## config.mk

```make
export PLATFORM = sky130hd
export DESIGN_NAME = adsb_identification_frame_builder_flat
export DESIGN_NICKNAME = d
export VERILOG_FILES = /design/src/rtl/core/adsb_id_pkg.sv /design/src/rtl/core/adsb_id_in_if.sv /design/src/rtl/core/adsb_id_out_if.sv /design/src/rtl/core/adsb_id_char_lane.sv /design/src/rtl/core/adsb_id_ser.sv /design/src/rtl/core/adsb_identification_frame_builder.sv /design/src/flat_wrapper.sv
export SDC_FILE = /design/constraint.sdc
export NUM_CORES = 1
export LEC_CHECK = 0
export ABC_AREA = 1
export BUFFER_PORTS_ARGS = -buffer_cell sky130_fd_sc_hd__buf_4
export CORE_MARGIN = 4
export CORE_UTILIZATION = 40
export CTS_CLUSTER_DIAMETER = 30
export CTS_CLUSTER_SIZE = 16
export DETAILED_ROUTE_END_ITERATION = 10
export PLACE_DENSITY = 0.62
export SLEW_MARGIN = 20
export SYNTH_ARGS = -nofsm -noshare
export SYNTH_HDL_FRONTEND = slang
export SYNTH_HIERARCHICAL = 1
export SYNTH_SLANG_ARGS = --single-unit
export TNS_END_PERCENT = 30
```

## constraint.sdc

```tcl
create_clock -name clk -period 13 [get_ports clk]
set_input_delay 0.65 -clock clk [delete_from_list [all_inputs] [get_ports clk]]
set_output_delay 0.65 -clock clk [all_outputs]
set_load 0.005 [all_outputs]
```

## src/rtl/core/adsb_id_pkg.sv

```systemverilog
// ----------------------------------------------------------------------------
// adsb_id_pkg
// Shared types, constants and the parity step of the identification framer.
// ----------------------------------------------------------------------------
package adsb_id_pkg;

    localparam int unsigned NumChars   = 8;
    localparam int unsigned CodeW      = 6;
    localparam int unsigned AddrW      = 24;
    localparam int unsigned CrcW       = 24;
    localparam int unsigned DataW      = 88;
    localparam int unsigned PosW       = 4;

    localparam logic [7:0]      HdrDfCa   = 8'h8D;
    localparam logic [7:0]      HdrTc     = 8'h20;
    localparam logic [CrcW-1:0] ParityGen = 24'hFFF409;

    localparam logic [PosW-1:0] LastDataPos = 4'd10;
    localparam logic [PosW-1:0] LastPos     = 4'd13;

    localparam logic [CodeW-1:0] CodeSpace = 6'd32;
    localparam logic [CodeW-1:0] CodeHash  = 6'd0;

    typedef logic [CodeW-1:0] char_code_t;

    typedef struct packed {
        logic [AddrW-1:0]            addr;
        logic [NumChars*CodeW-1:0]   codes;
    } frame_t;

    // one byte of the Mode S parity division, MSB first
    function automatic logic [CrcW-1:0] crc_byte(input logic [CrcW-1:0] rem_in,
                                                 input logic [7:0]      data);
        logic [CrcW-1:0] rem;
        rem = rem_in ^ {data, 16'h0000};
        for (int b = 0; b < 8; b++)
        begin
            if (rem[CrcW-1])
                rem = {rem[CrcW-2:0], 1'b0} ^ ParityGen;
            else
                rem = {rem[CrcW-2:0], 1'b0};
        end
        return rem;
    endfunction

endpackage

```

## src/rtl/core/adsb_id_in_if.sv

```systemverilog
// ----------------------------------------------------------------------------
// adsb_id_in_if
// Request channel: aircraft address and eight callsign characters.
// ----------------------------------------------------------------------------
interface adsb_id_in_if;
    logic        valid;
    logic        ready;
    logic [23:0] aircraft_address;
    logic [7:0]  char_0;
    logic [7:0]  char_1;
    logic [7:0]  char_2;
    logic [7:0]  char_3;
    logic [7:0]  char_4;
    logic [7:0]  char_5;
    logic [7:0]  char_6;
    logic [7:0]  char_7;

    modport source (output valid, aircraft_address, char_0, char_1, char_2, char_3,
                    char_4, char_5, char_6, char_7, input ready);
    modport sink   (input valid, aircraft_address, char_0, char_1, char_2, char_3,
                    char_4, char_5, char_6, char_7, output ready);
endinterface

```

## src/rtl/core/adsb_id_out_if.sv

```systemverilog
// ----------------------------------------------------------------------------
// adsb_id_out_if
// Byte channel: one frame byte per word with its position and a last flag.
// ----------------------------------------------------------------------------
interface adsb_id_out_if;
    logic       valid;
    logic       ready;
    logic [7:0] frame_byte;
    logic [3:0] byte_position;
    logic       last_byte;

    modport source (output valid, frame_byte, byte_position, last_byte, input ready);
    modport sink   (input valid, frame_byte, byte_position, last_byte, output ready);
endinterface

```

## src/rtl/core/adsb_id_char_lane.sv

```systemverilog
// ----------------------------------------------------------------------------
// adsb_id_char_lane
// Maps one ASCII character to its 6-bit ADS-B identification code.
// ----------------------------------------------------------------------------
module adsb_id_char_lane
    import adsb_id_pkg::*;
(
    input  logic [7:0]  ch,
    output char_code_t  code
);

    always_comb
    begin
        if (ch >= 8'h41 && ch <= 8'h5A)
            code = CodeW'(ch - 8'h40);
        else if (ch >= 8'h30 && ch <= 8'h39)
            code = ch[CodeW-1:0];
        else if (ch == 8'h23)
            code = CodeHash;
        else
            code = CodeSpace;
    end

endmodule

```

## src/rtl/core/adsb_id_ser.sv

```systemverilog
// ----------------------------------------------------------------------------
// adsb_id_ser
// Frame serializer: shifts out the 11 data bytes, folds each into the parity
// remainder as it leaves, then shifts out the three parity bytes.
// ----------------------------------------------------------------------------
module adsb_id_ser
    import adsb_id_pkg::*;
(
    input  logic           clk,
    input  logic           rst_n,
    input  logic           load_valid,
    output logic           load_ready,
    input  frame_t         load_frame,
    adsb_id_out_if.source  dst
);

    logic                  busy_reg, busy_next;
    logic [PosW-1:0]       pos_reg, pos_next;
    logic [DataW-1:0]      data_reg, data_next;
    logic [CrcW-1:0]       crc_reg, crc_next;
    logic                  fire;
    logic                  last;
    logic [CrcW-1:0]       crc_step;

    assign fire     = busy_reg && dst.ready;
    assign last     = (pos_reg == LastPos);
    assign crc_step = crc_byte(crc_reg, data_reg[DataW-1 -: 8]);

    assign load_ready        = !busy_reg || (fire && last);
    assign dst.valid         = busy_reg;
    assign dst.frame_byte    = data_reg[DataW-1 -: 8];
    assign dst.byte_position = pos_reg;
    assign dst.last_byte     = last;

    always_comb
    begin
        busy_next = busy_reg;
        pos_next  = pos_reg;
        data_next = data_reg;
        crc_next  = crc_reg;
        if (load_valid && load_ready)
        begin
            busy_next = 1'b1;
            pos_next  = '0;
            data_next = {HdrDfCa, load_frame.addr, HdrTc, load_frame.codes};
            crc_next  = '0;
        end
        else if (fire)
        begin
            if (last)
            begin
                busy_next = 1'b0;
            end
            else
            begin
                pos_next = pos_reg + 1'b1;
                if (pos_reg == LastDataPos)
                    data_next = {crc_step, {(DataW-CrcW){1'b0}}};
                else
                    data_next = {data_reg[DataW-9:0], 8'h00};
                if (pos_reg <= LastDataPos)
                    crc_next = crc_step;
            end
        end
    end

    always_ff @(posedge clk or negedge rst_n)
    begin
        if (!rst_n)
        begin
            busy_reg <= 1'b0;
            pos_reg  <= '0;
        end
        else
        begin
            busy_reg <= busy_next;
            pos_reg  <= pos_next;
        end
    end

    always_ff @(posedge clk)
    begin
        data_reg <= data_next;
        crc_reg  <= crc_next;
    end

`ifndef SYNTHESIS
    a_pos_range: assert property (@(posedge clk) disable iff (!rst_n)
        busy_reg |-> pos_reg <= LastPos)
        else $error("byte position out of range");

    a_pos_advance: assert property (@(posedge clk) disable iff (!rst_n)
        (fire && !last) |=> (busy_reg && pos_reg == $past(pos_reg) + 1'b1))
        else $error("byte position did not advance");

    a_stall_hold: assert property (@(posedge clk) disable iff (!rst_n)
        (busy_reg && !dst.ready) |=> (busy_reg && $stable(pos_reg) && $stable(data_reg)))
        else $error("serializer moved while stalled");

    a_load_start: assert property (@(posedge clk) disable iff (!rst_n)
        (load_valid && load_ready) |=> (busy_reg && pos_reg == '0))
        else $error("frame load did not restart at byte zero");
`endif

endmodule

```

## src/rtl/core/adsb_identification_frame_builder.sv

```systemverilog
// ----------------------------------------------------------------------------
// adsb_identification_frame_builder
// ADS-B extended squitter identification frame builder with Mode S parity.
// ----------------------------------------------------------------------------
// Usage:
//   id_in takes one request word: a 24-bit aircraft address and eight ASCII
//   callsign characters. byte_out returns the 14-byte frame as 14 words,
//   byte 0 first, each with its position; last_byte marks byte 13.
//   Eight character lanes encode the callsign in the accepting edge's cycle
//   and the packed frame is held in a one-deep request register.
//   When the serializer is idle, the request passes from the request register
//   into the serializer's data register, which drives byte 0.
//   The output serializer sends one byte per cycle while the receiver holds
//   ready high; the parity is folded in byte by byte as the data bytes leave.
//   One request can wait in the request register while a frame is still
//   being sent, so back-to-back requests run with no gap between frames.
//   When the receiver drops ready the current byte holds and the request
//   register fills; id_in.ready then falls until the serializer takes it.
//   Reset clears the valid flags and the byte counter; no frame is pending.
// ----------------------------------------------------------------------------
module adsb_identification_frame_builder
    import adsb_id_pkg::*;
(
    input  logic          clk,
    input  logic          rst_n,
    adsb_id_in_if.sink    id_in,
    adsb_id_out_if.source byte_out
);

    logic [7:0]  chars [NumChars];
    char_code_t  codes [NumChars];
    frame_t      merged;
    frame_t      pend_reg;
    logic        pend_valid_reg, pend_valid_next;
    logic        ld_ready;
    logic        in_fire;

    assign chars[0] = id_in.char_0;
    assign chars[1] = id_in.char_1;
    assign chars[2] = id_in.char_2;
    assign chars[3] = id_in.char_3;
    assign chars[4] = id_in.char_4;
    assign chars[5] = id_in.char_5;
    assign chars[6] = id_in.char_6;
    assign chars[7] = id_in.char_7;

    for (genvar g = 0; g < NumChars; g++)
    begin : g_lane
        adsb_id_char_lane u_lane (
            .ch   (chars[g]),
            .code (codes[g])
        );
        // first character lands in the top bits
        assign merged.codes[(NumChars-g)*CodeW-1 -: CodeW] = codes[g];
    end
    assign merged.addr = id_in.aircraft_address;

    assign id_in.ready = !pend_valid_reg || ld_ready;
    assign in_fire     = id_in.valid && id_in.ready;

    always_comb
    begin
        pend_valid_next = pend_valid_reg;
        if (in_fire)
            pend_valid_next = 1'b1;
        else if (ld_ready)
            pend_valid_next = 1'b0;
    end

    always_ff @(posedge clk or negedge rst_n)
    begin
        if (!rst_n)
            pend_valid_reg <= 1'b0;
        else
            pend_valid_reg <= pend_valid_next;
    end

    always_ff @(posedge clk)
    begin
        if (in_fire)
            pend_reg <= merged;
    end

    adsb_id_ser u_ser (
        .clk        (clk),
        .rst_n      (rst_n),
        .load_valid (pend_valid_reg),
        .load_ready (ld_ready),
        .load_frame (pend_reg),
        .dst        (byte_out)
    );

endmodule

```

## src/flat_wrapper.sv

```systemverilog
// flat-port wrapper written by rule: the top's interface ports become plain ports
module adsb_identification_frame_builder_flat import adsb_id_pkg::*;
  (clk, rst_n, id_in_valid, id_in_aircraft_address, id_in_char_0, id_in_char_1, id_in_char_2, id_in_char_3, id_in_char_4, id_in_char_5, id_in_char_6, id_in_char_7, id_in_ready, byte_out_valid, byte_out_frame_byte, byte_out_byte_position, byte_out_last_byte, byte_out_ready);
  adsb_id_in_if id_in_i ();
  adsb_id_out_if byte_out_i ();
  input  logic clk;
  input  logic rst_n;
  input wire logic [$bits(id_in_i.valid)-1:0] id_in_valid;
  input wire logic [$bits(id_in_i.aircraft_address)-1:0] id_in_aircraft_address;
  input wire logic [$bits(id_in_i.char_0)-1:0] id_in_char_0;
  input wire logic [$bits(id_in_i.char_1)-1:0] id_in_char_1;
  input wire logic [$bits(id_in_i.char_2)-1:0] id_in_char_2;
  input wire logic [$bits(id_in_i.char_3)-1:0] id_in_char_3;
  input wire logic [$bits(id_in_i.char_4)-1:0] id_in_char_4;
  input wire logic [$bits(id_in_i.char_5)-1:0] id_in_char_5;
  input wire logic [$bits(id_in_i.char_6)-1:0] id_in_char_6;
  input wire logic [$bits(id_in_i.char_7)-1:0] id_in_char_7;
  output wire logic [$bits(id_in_i.ready)-1:0] id_in_ready;
  output wire logic [$bits(byte_out_i.valid)-1:0] byte_out_valid;
  output wire logic [$bits(byte_out_i.frame_byte)-1:0] byte_out_frame_byte;
  output wire logic [$bits(byte_out_i.byte_position)-1:0] byte_out_byte_position;
  output wire logic [$bits(byte_out_i.last_byte)-1:0] byte_out_last_byte;
  input wire logic [$bits(byte_out_i.ready)-1:0] byte_out_ready;
  assign id_in_i.valid = id_in_valid;
  assign id_in_i.aircraft_address = id_in_aircraft_address;
  assign id_in_i.char_0 = id_in_char_0;
  assign id_in_i.char_1 = id_in_char_1;
  assign id_in_i.char_2 = id_in_char_2;
  assign id_in_i.char_3 = id_in_char_3;
  assign id_in_i.char_4 = id_in_char_4;
  assign id_in_i.char_5 = id_in_char_5;
  assign id_in_i.char_6 = id_in_char_6;
  assign id_in_i.char_7 = id_in_char_7;
  assign id_in_ready = id_in_i.ready;
  assign byte_out_valid = byte_out_i.valid;
  assign byte_out_frame_byte = byte_out_i.frame_byte;
  assign byte_out_byte_position = byte_out_i.byte_position;
  assign byte_out_last_byte = byte_out_i.last_byte;
  assign byte_out_i.ready = byte_out_ready;
  adsb_identification_frame_builder u_core (.clk(clk), .rst_n(rst_n), .id_in(id_in_i), .byte_out(byte_out_i));
endmodule
```

==> results of run 1 <==
## critical path, delay by kind of cell (launching register included)
| kind | cells | cell delay [ns] |
|---|---|---|
| flip-flops | 1 | 0.43 |
| AND/OR/NAND/NOR | 4 | 0.84 |
| adder cells (fa/ha/maj) | 1 | 0.16 |
| buffers and inverters | 2 | 0.73 |
| AO/OA/AOI/OAI | 2 | 0.32 |
## kinds of logic after synthesis
family,count (synthesis)
compound gates,136
xor+xnor,28
fa+ha+maj,3
buf+inv,151
flops,190
simple gates,533
## worst max-delay path by stage
stage | cells past startpoint | to | slack [ns]
after floorplan | 8 | u_core/pend_reg[0]$_DFFE_PP_ | 7.94
after global placement | 9 | u_core/u_ser/data_reg[70]$_DFFE_PP_ | 10.46
after detailed placement | 9 | u_core/u_ser/data_reg[70]$_DFFE_PP_ | 10.38
after CTS | 9 | u_core/u_ser/data_reg[70]$_DFFE_PP_ | 10.35
after global routing | 9 | u_core/u_ser/data_reg[70]$_DFFE_PP_ | 10.05
final | 9 | u_core/u_ser/data_reg[70]$_DFFE_PP_ | 10.33
## synthesized netlist by cell type, types with 2 or more instances
cell / n
edfxtp_1: 144
nor2_4: 3
ha_1: 3
buf_6: 7
nand2_1: 257
o21ai_1: 2
o211ai_1: 6
a32o_1: 7
dfxtp_1: 40
inv_1: 110
a22o_1: 51
o21bai_1: 9
a221oi_1: 4
nand3b_1: 9
nand2_4: 2
nand3_2: 2
nand2_2: 16
a21oi_2: 10
a21oi_1: 17
nand4_1: 33
dfrtp_1: 6
a21oi_4: 2
nor2_2: 16
a211oi_1: 2
clkbuf_1: 5
nor2_1: 107
nand3_1: 87
xnor2_2: 2
buf_2: 9
o21ai_0: 21
xnor2_1: 12
buf_4: 13
xor2_1: 13
inv_2: 6
## per-stage QoR
step / hold WS (ns) / std cells / cell area (sq um) / utilization, %
2_1_floorplan: 0.3544 / 1041 / 9656 / -
3_5_place_dp: 0.4451 / 1436 / 10650 / 45.11
4_1_cts: 0.002758 / 1468 / 11260 / 47.69
6_report: 0.3973 / 1469 / 11270 / 47.73
3_3_place_gp: 0.4348 / 1436 / 10650 / 45.11
5_1_grt: 0.3709 / 1469 / 11270 / 47.73
## final cells by class
type                       instances  share of cell area, %
multi-input combinational        700                  32.94
clock inverter                     9                  1.166
tap                              319                  3.541
inverter                         117                  3.897
clock buffer                      23                  4.241
timing repair buffer             111                  7.416
sequential                       190                  46.80
## power groups by stage
stage | registers, mW | clock network (mW) | logic (mW)
4_1_cts | 0.886 | 0.542 | 0.900
2_1_floorplan | 0.879 | 0 | 0.692
3_5_place_dp | 0.897 | 0 | 0.889
3_3_place_gp | 0.896 | 0 | 0.878
6_report | 0.885 | 0.532 | 0.900
5_1_grt | 0.900 | 0.570 | 1.01
## metal layers
layer | GRT usage, % | share of wire (%) | wire length (microns)
met3 | 3.533 | 4.4 | 904
met4 | 3.469 | 0.59 | 122
met5 | 0 | 0 | 0
met1 | 20.29 | 46 | 9400
met2 | 26.15 | 49 | 10140
==> impl_metrics.toml, run 1 <==
[hold_path]
hold_end = "u_core/pend_reg[57]$_DFFE_PP_"
hp-class = "in -> reg"
hold_depth = 1
min-delay-start = "id_in_aircraft_address[9]"

[sta]
rsz0062_at_grt = "no"
slew_headroom_pct = 35.68
setup_violations = 0
finalSetupTns_ns = 0
worst_pin_slew_ns = 0.9647
drv_slew = 0
hold_viol = 0
finClkSkew_ns = 0.008920
layout_setup_ws_ns = 10.33
fin_crit_ns = 2.670
max_freq_mhz = 374.5
fin_crit_sh_pct = 20.54

[worst_setup_path]
worstRegToRegCells = 9
arrival_ns = 2.94
timing_worst_setup_path_type = "reg -> reg"
path_cells = "inv_1 -> ha_1 -> nand3_2 -> nand2_1 -> nand2_2 -> nor2_4 -> buf_4 -> a22o_1 -> o21bai_1"
r2r-end = "u_core/u_ser/data_reg[70]$_DFFE_PP_"
slowest_delay_ns = 0.61
crit_required_ns = 13.27
start_kind = "register"
r2r_slack_ns = 10.33
critPathLaunch = "u_core/u_ser/dst.byte_position[1]$_DFFE_PN0P_"
cp_max_fo = 50
r2r_start = "u_core/u_ser/dst.byte_position[1]$_DFFE_PN0P_"
end_kind = "register"
worst_path_max_delay_cell = "buf_4"

[grt]
antenna_found_initial = 0
grt_max_degree = 81
grt_pass1_wl_microns = 33050
grt_pass1_vias = 6720
grt_usage_pct = 15.43
grt_overflow = 0

[detailed_routing]
dr.pass1.iters = 6
wl_microns = 20570
vias = 7261
routedWlPerCell_microns = 14.00
detail-route-antenna-nets = 0
drt-initial-drc-count = 608
viasPerCell = 4.943
drcViolationCount = 0

[floorplan]
initial_core_util_pct = 40.89
die_area_sq_um = 26690
rows = 56
core_area_sq_um = 23610
fp.dieH_microns = 163.4
ios = 107
die_x_microns = 163.4

[synth]
async_flop_share_pct = 3.158
synth_nets = 1136
synth_compound_area_share_pct = 10.76
synth_fa_ha_area_share_pct = 0.3888
synth-simple-area-share_pct = 24.41
ys_seq_area_share_pct = 54.63
yosysTopAreaCell = "edfxtp_1"
synth-xor-area-share_pct = 2.773
netlist_instances = 1041
syn_area_per_cell_sq_um = 9.275
synth.top_cell.area_share_pct = 44.78
ys_ff_latch = 190
synthFlopType = "edfxtp_1"
synth_edf_count = 144
synthDistinctLibCells = 42
ys_warn_count = 6
synth_area_leaders = "edfxtp_1 45%, nand2_1 10%, dfxtp_1 8.3%"
synthesis.area_sq_um = 9656
synth_top_family_by_area = "simple AND/OR/NAND/NOR gates"
synthMuxAreaShare_pct = 0

[layout]
n_antenna_cell = 0
layout-drive-gt1-share_pct = 17.39
final_cell_mix = "257 x nand2_1, 144 x edfxtp_1, 110 x buf_4, 109 x inv_1, 107 x nor2_1"
largest_reg_flops = 88
multi_input_comb_area_sq_um = 3712
finalNetCount = 1232
seqCellArea_sq_um = 5275
fillers = 2222
area_growth_syn_to_layout_pct = 16.73
final_common_cell = "nand2_1"

[power_and_ir_drop]
p_int_mw = 1.460
power_mw = 2.316
pwr-share-seq_pct = 38.2
leakage_nw = 4.881
switching_power_mw = 0.8556
vdd_drop_max_uv = 122.4
p_comb_share_pct = 38.8
power_density_nw_per_um2 = 205.5
clockPowerShare_pct = 23.0
p_sw_share_pct = 36.94

[placed_design]
dp_hpwl_microns = 14070
io_buffers = 106
globalplace.congestion = 0.8451
dp_slack_ns = 10.38

[clock_network]
clk_latency_ns = 0.42
clkTransAtPathRegs_ns = 0.07
h-tree-depth = 4
cts_tree = "done"
cts_resized = 0
hold_buffers = 0
cts_num_sinks = 190
cts_setup_buffers = 0
clock_path_buffers = 2
cts_buffers = 17
cts-root-buf = "clkbuf_16"

[run]
maxCapViolCount = 0

[outcome]
status = "finished, final reports clean"
Power figures use the tool's default switching activity.
==> run 2, diff against run 1 <==
Settings changed: ABC_AREA 1 to 0, PLACE_DENSITY 0.62 to 0.63.
Clock period 13 ns to 2.7 ns, I/O delays scaled along.
==> run 2 against run 1 <==
Cell count decreased by 26%. Synthesized cell count is 35% lower. Combinational power grew to 4.3 times the previous value. Hold slack worse by 0.35 ns. Clock skew is essentially flat. Sequential cell count unchanged. Largest cell class unchanged. Register-to-register slack got worse by 9.8 ns. Cell area down 5.5%. Critical endpoint is now u_core/pend_reg[58]$_DFFE_PP_. Critical path depth down 2.
==> impl_metrics.toml, run 2 <==
[clock_network]
cts_tree = "done"
cts-root-buf = "clkbuf_16"
cts_setup_buffers = 0
cts_buffers = 17
clock_path_buffers = 2
clk_latency_ns = 0.43
hold_buffers = 26
clkTransAtPathRegs_ns = 0.07
cts_num_sinks = 190
h-tree-depth = 4
cts_resized = 0

[worst_setup_path]
timing_worst_setup_path_type = "reg -> reg"
end_kind = "register"
start_kind = "register"
crit_required_ns = 2.78
cp_max_fo = 72
arrival_ns = 2.24

[sta]
layout_setup_ws_ns = 0.5410
hold_slack_ns = 0.04759
finalSetupTns_ns = 0
finClkSkew_ns = 0.009197
hold_viol = 0
fin_crit_ns = 2.159
max_freq_mhz = 463.2
rsz0062_at_grt = "no"
slew_headroom_pct = 54.09
drv_slew = 0
worst_pin_slew_ns = 0.6865
fin_crit_sh_pct = 79.96
setup_violations = 0

[synth]
yosysMostFrequentCell = "edfxtp_1"
synth_area_leaders = "edfxtp_1 50%, dfxtp_1 9.2%, a22o_1 5.7%"
synthesis.area_sq_um = 8697
synthTopCellsByCount = "144 x edfxtp_1, 62 x a21oi_1, 57 x a22o_1"
ys_warn_count = 6
async_flop_share_pct = 3.158
netlist_instances = 675
synth_edf_count = 144
synth.top_cell.area_share_pct = 49.72
yosysTopAreaCell = "edfxtp_1"
ys_ff_latch = 190
synthFlopType = "edfxtp_1"
ys_seq_area_share_pct = 60.65
synth_nets = 770
synthDistinctLibCells = 56
syn_area_per_cell_sq_um = 12.88

[floorplan]
core_area_sq_um = 21220
fp.dieH_microns = 155.5
rows = 53
ios = 107
die_x_microns = 155.5
initial_core_util_pct = 40.98
die_area_sq_um = 24170

[power_and_ir_drop]
p_int_mw = 6.904
p_comb_share_pct = 37.6
switching_power_mw = 3.431
clockPowerShare_pct = 23.2
vdd_drop_max_uv = 514.5
power_density_nw_per_um2 = 970.1
leakage_nw = 3.974
pwr-share-seq_pct = 39.2
p_sw_share_pct = 33.20

[hold_path]
hp-class = "in -> async"

[layout]
multi_input_comb_area_sq_um = 3223
fillers = 1833
seqCellArea_sq_um = 5275
final_common_cell = "edfxtp_1"
largest_reg_flops = 88
n_antenna_cell = 0
finalNetCount = 895
final_core_util_pct = 50.21
layout-drive-gt1-share_pct = 20.91
area_growth_syn_to_layout_pct = 22.50
final_cell_mix = "144 x edfxtp_1, 118 x buf_4, 61 x a21oi_1, 57 x a22o_1, 43 x o21ai_0"
instances_no_fill = 1088

[outcome]
status = "finished, final reports clean"

[detailed_routing]
wl_microns = 19350
viasPerCell = 5.420
drcViolationCount = 0
vias = 5897
dr.pass1.iters = 6
drt-initial-drc-count = 526
detail-route-antenna-nets = 0
routedWlPerCell_microns = 17.78

[placed_design]
placed_cells = 1030
io_buffers = 106
globalplace.congestion = 0.8143
dp_hpwl_microns = 13160
dp_slack_ns = 0.5596

[grt]
grt_pass1_vias = 6043
grt_pass1_wl_microns = 31090
antenna_found_initial = 0
grt_overflow = 0
grt_max_degree = 73
grt_usage_pct = 16.20

[run]
maxCapViolCount = 0
-- run 2: cell count changes after synthesis, sizes merged, moves of 33 or more --
cell    before  now
nor2       126   10
nand2b       0   35
a21oi       29   62
inv        116    5
nand2      275   23
nand3       89   10
-- run 2: cell families (layout without fill, tap and decap cells) --
group	Yosys count	count (layout)	synth area share, %
AOI/OAI and AO/OA	224	224	17.11
DFF	190	190	60.65
xor gates and xnor gates	42	42	7.337
adders and majority gates	3	3	0.4316
buffers and inverters	47	185	2.805
and+or+nand+nor	165	165	11.19
muxes	4	4	0.4748
-- run 2: path summary, 6_finish.rpt --
kind	start	to	slack (ns)	cells after the start
worst max-delay path	u_core/u_ser/dst.byte_position[1]$_DFFE_PN0P_	u_core/pend_reg[58]$_DFFE_PP_	0.54	7
worst min-delay path	rst_n	u_core/u_ser/dst.byte_position[0]$_DFFE_PN0P_	0.05	2
worst max register to register	u_core/u_ser/dst.byte_position[1]$_DFFE_PN0P_	u_core/pend_reg[58]$_DFFE_PP_	0.54	7
worst min register to register	u_core/u_ser/data_reg[43]$_DFFE_PP_	u_core/u_ser/data_reg[51]$_SDFFE_PP0P_	0.47	1
max in group asynchronous	rst_n	u_core/u_ser/dst.valid$_DFFE_PN0P_	2.54	2
min in group clk	id_in_char_6[7]	u_core/pend_reg[11]$_DFFE_PP_	0.05	2
-- run 2: stage by stage --
stage / cell area, sq um / power [mW]
floorplan: 8730 / 6.918
global placement: 9831 / 7.867
detailed placement: 9831 / 7.931
CTS: 10650 / 10.38
global route: 10650 / 10.86
finish: 10650 / 10.34
-- run 2: worst max-delay path, cell delays in order (launching register included) --
cell,delay [ns]
dfrtp_1,0.44
inv_1,0.11
ha_2,0.22
nand4_1,0.19
nand2_1,0.18
nand2b_4,0.15
and2_4,0.15
buf_12,0.27
-- run 2: area by class of cell --
| class | instances | share of cell area, % |
|---|---|---|
| clock buffers | 19 | 4.063 |
| clock inverters | 13 | 1.221 |
| inverters | 5 | 0.2114 |
| multi-input cells | 438 | 30.25 |
| flip-flops and latches | 190 | 49.51 |
| well taps | 275 | 3.230 |
| repair buffers | 148 | 11.51 |
-- run 2: routing by layer --
layer / vias up / wire length [microns] / track usage [%]
li1: 2835 / - / -
met1: 2894 / 8535 / 21.11
met2: 147 / 9671 / 27.51
met3: 21 / 882 / 3.505
met4: 0 / 260 / 4.335
met5: - / 0 / 0
-- run 2: power groups by stage --
stage / logic, mW / registers [mW] / clock network, mW
after floorplan: 2.94 / 3.98 / 0
after global placement: 3.78 / 4.09 / 0
after detailed placement: 3.82 / 4.11 / 0
after CTS: 3.88 / 4.05 / 2.45
after global routing: 4.20 / 4.10 / 2.57
final: 3.89 / 4.05 / 2.40
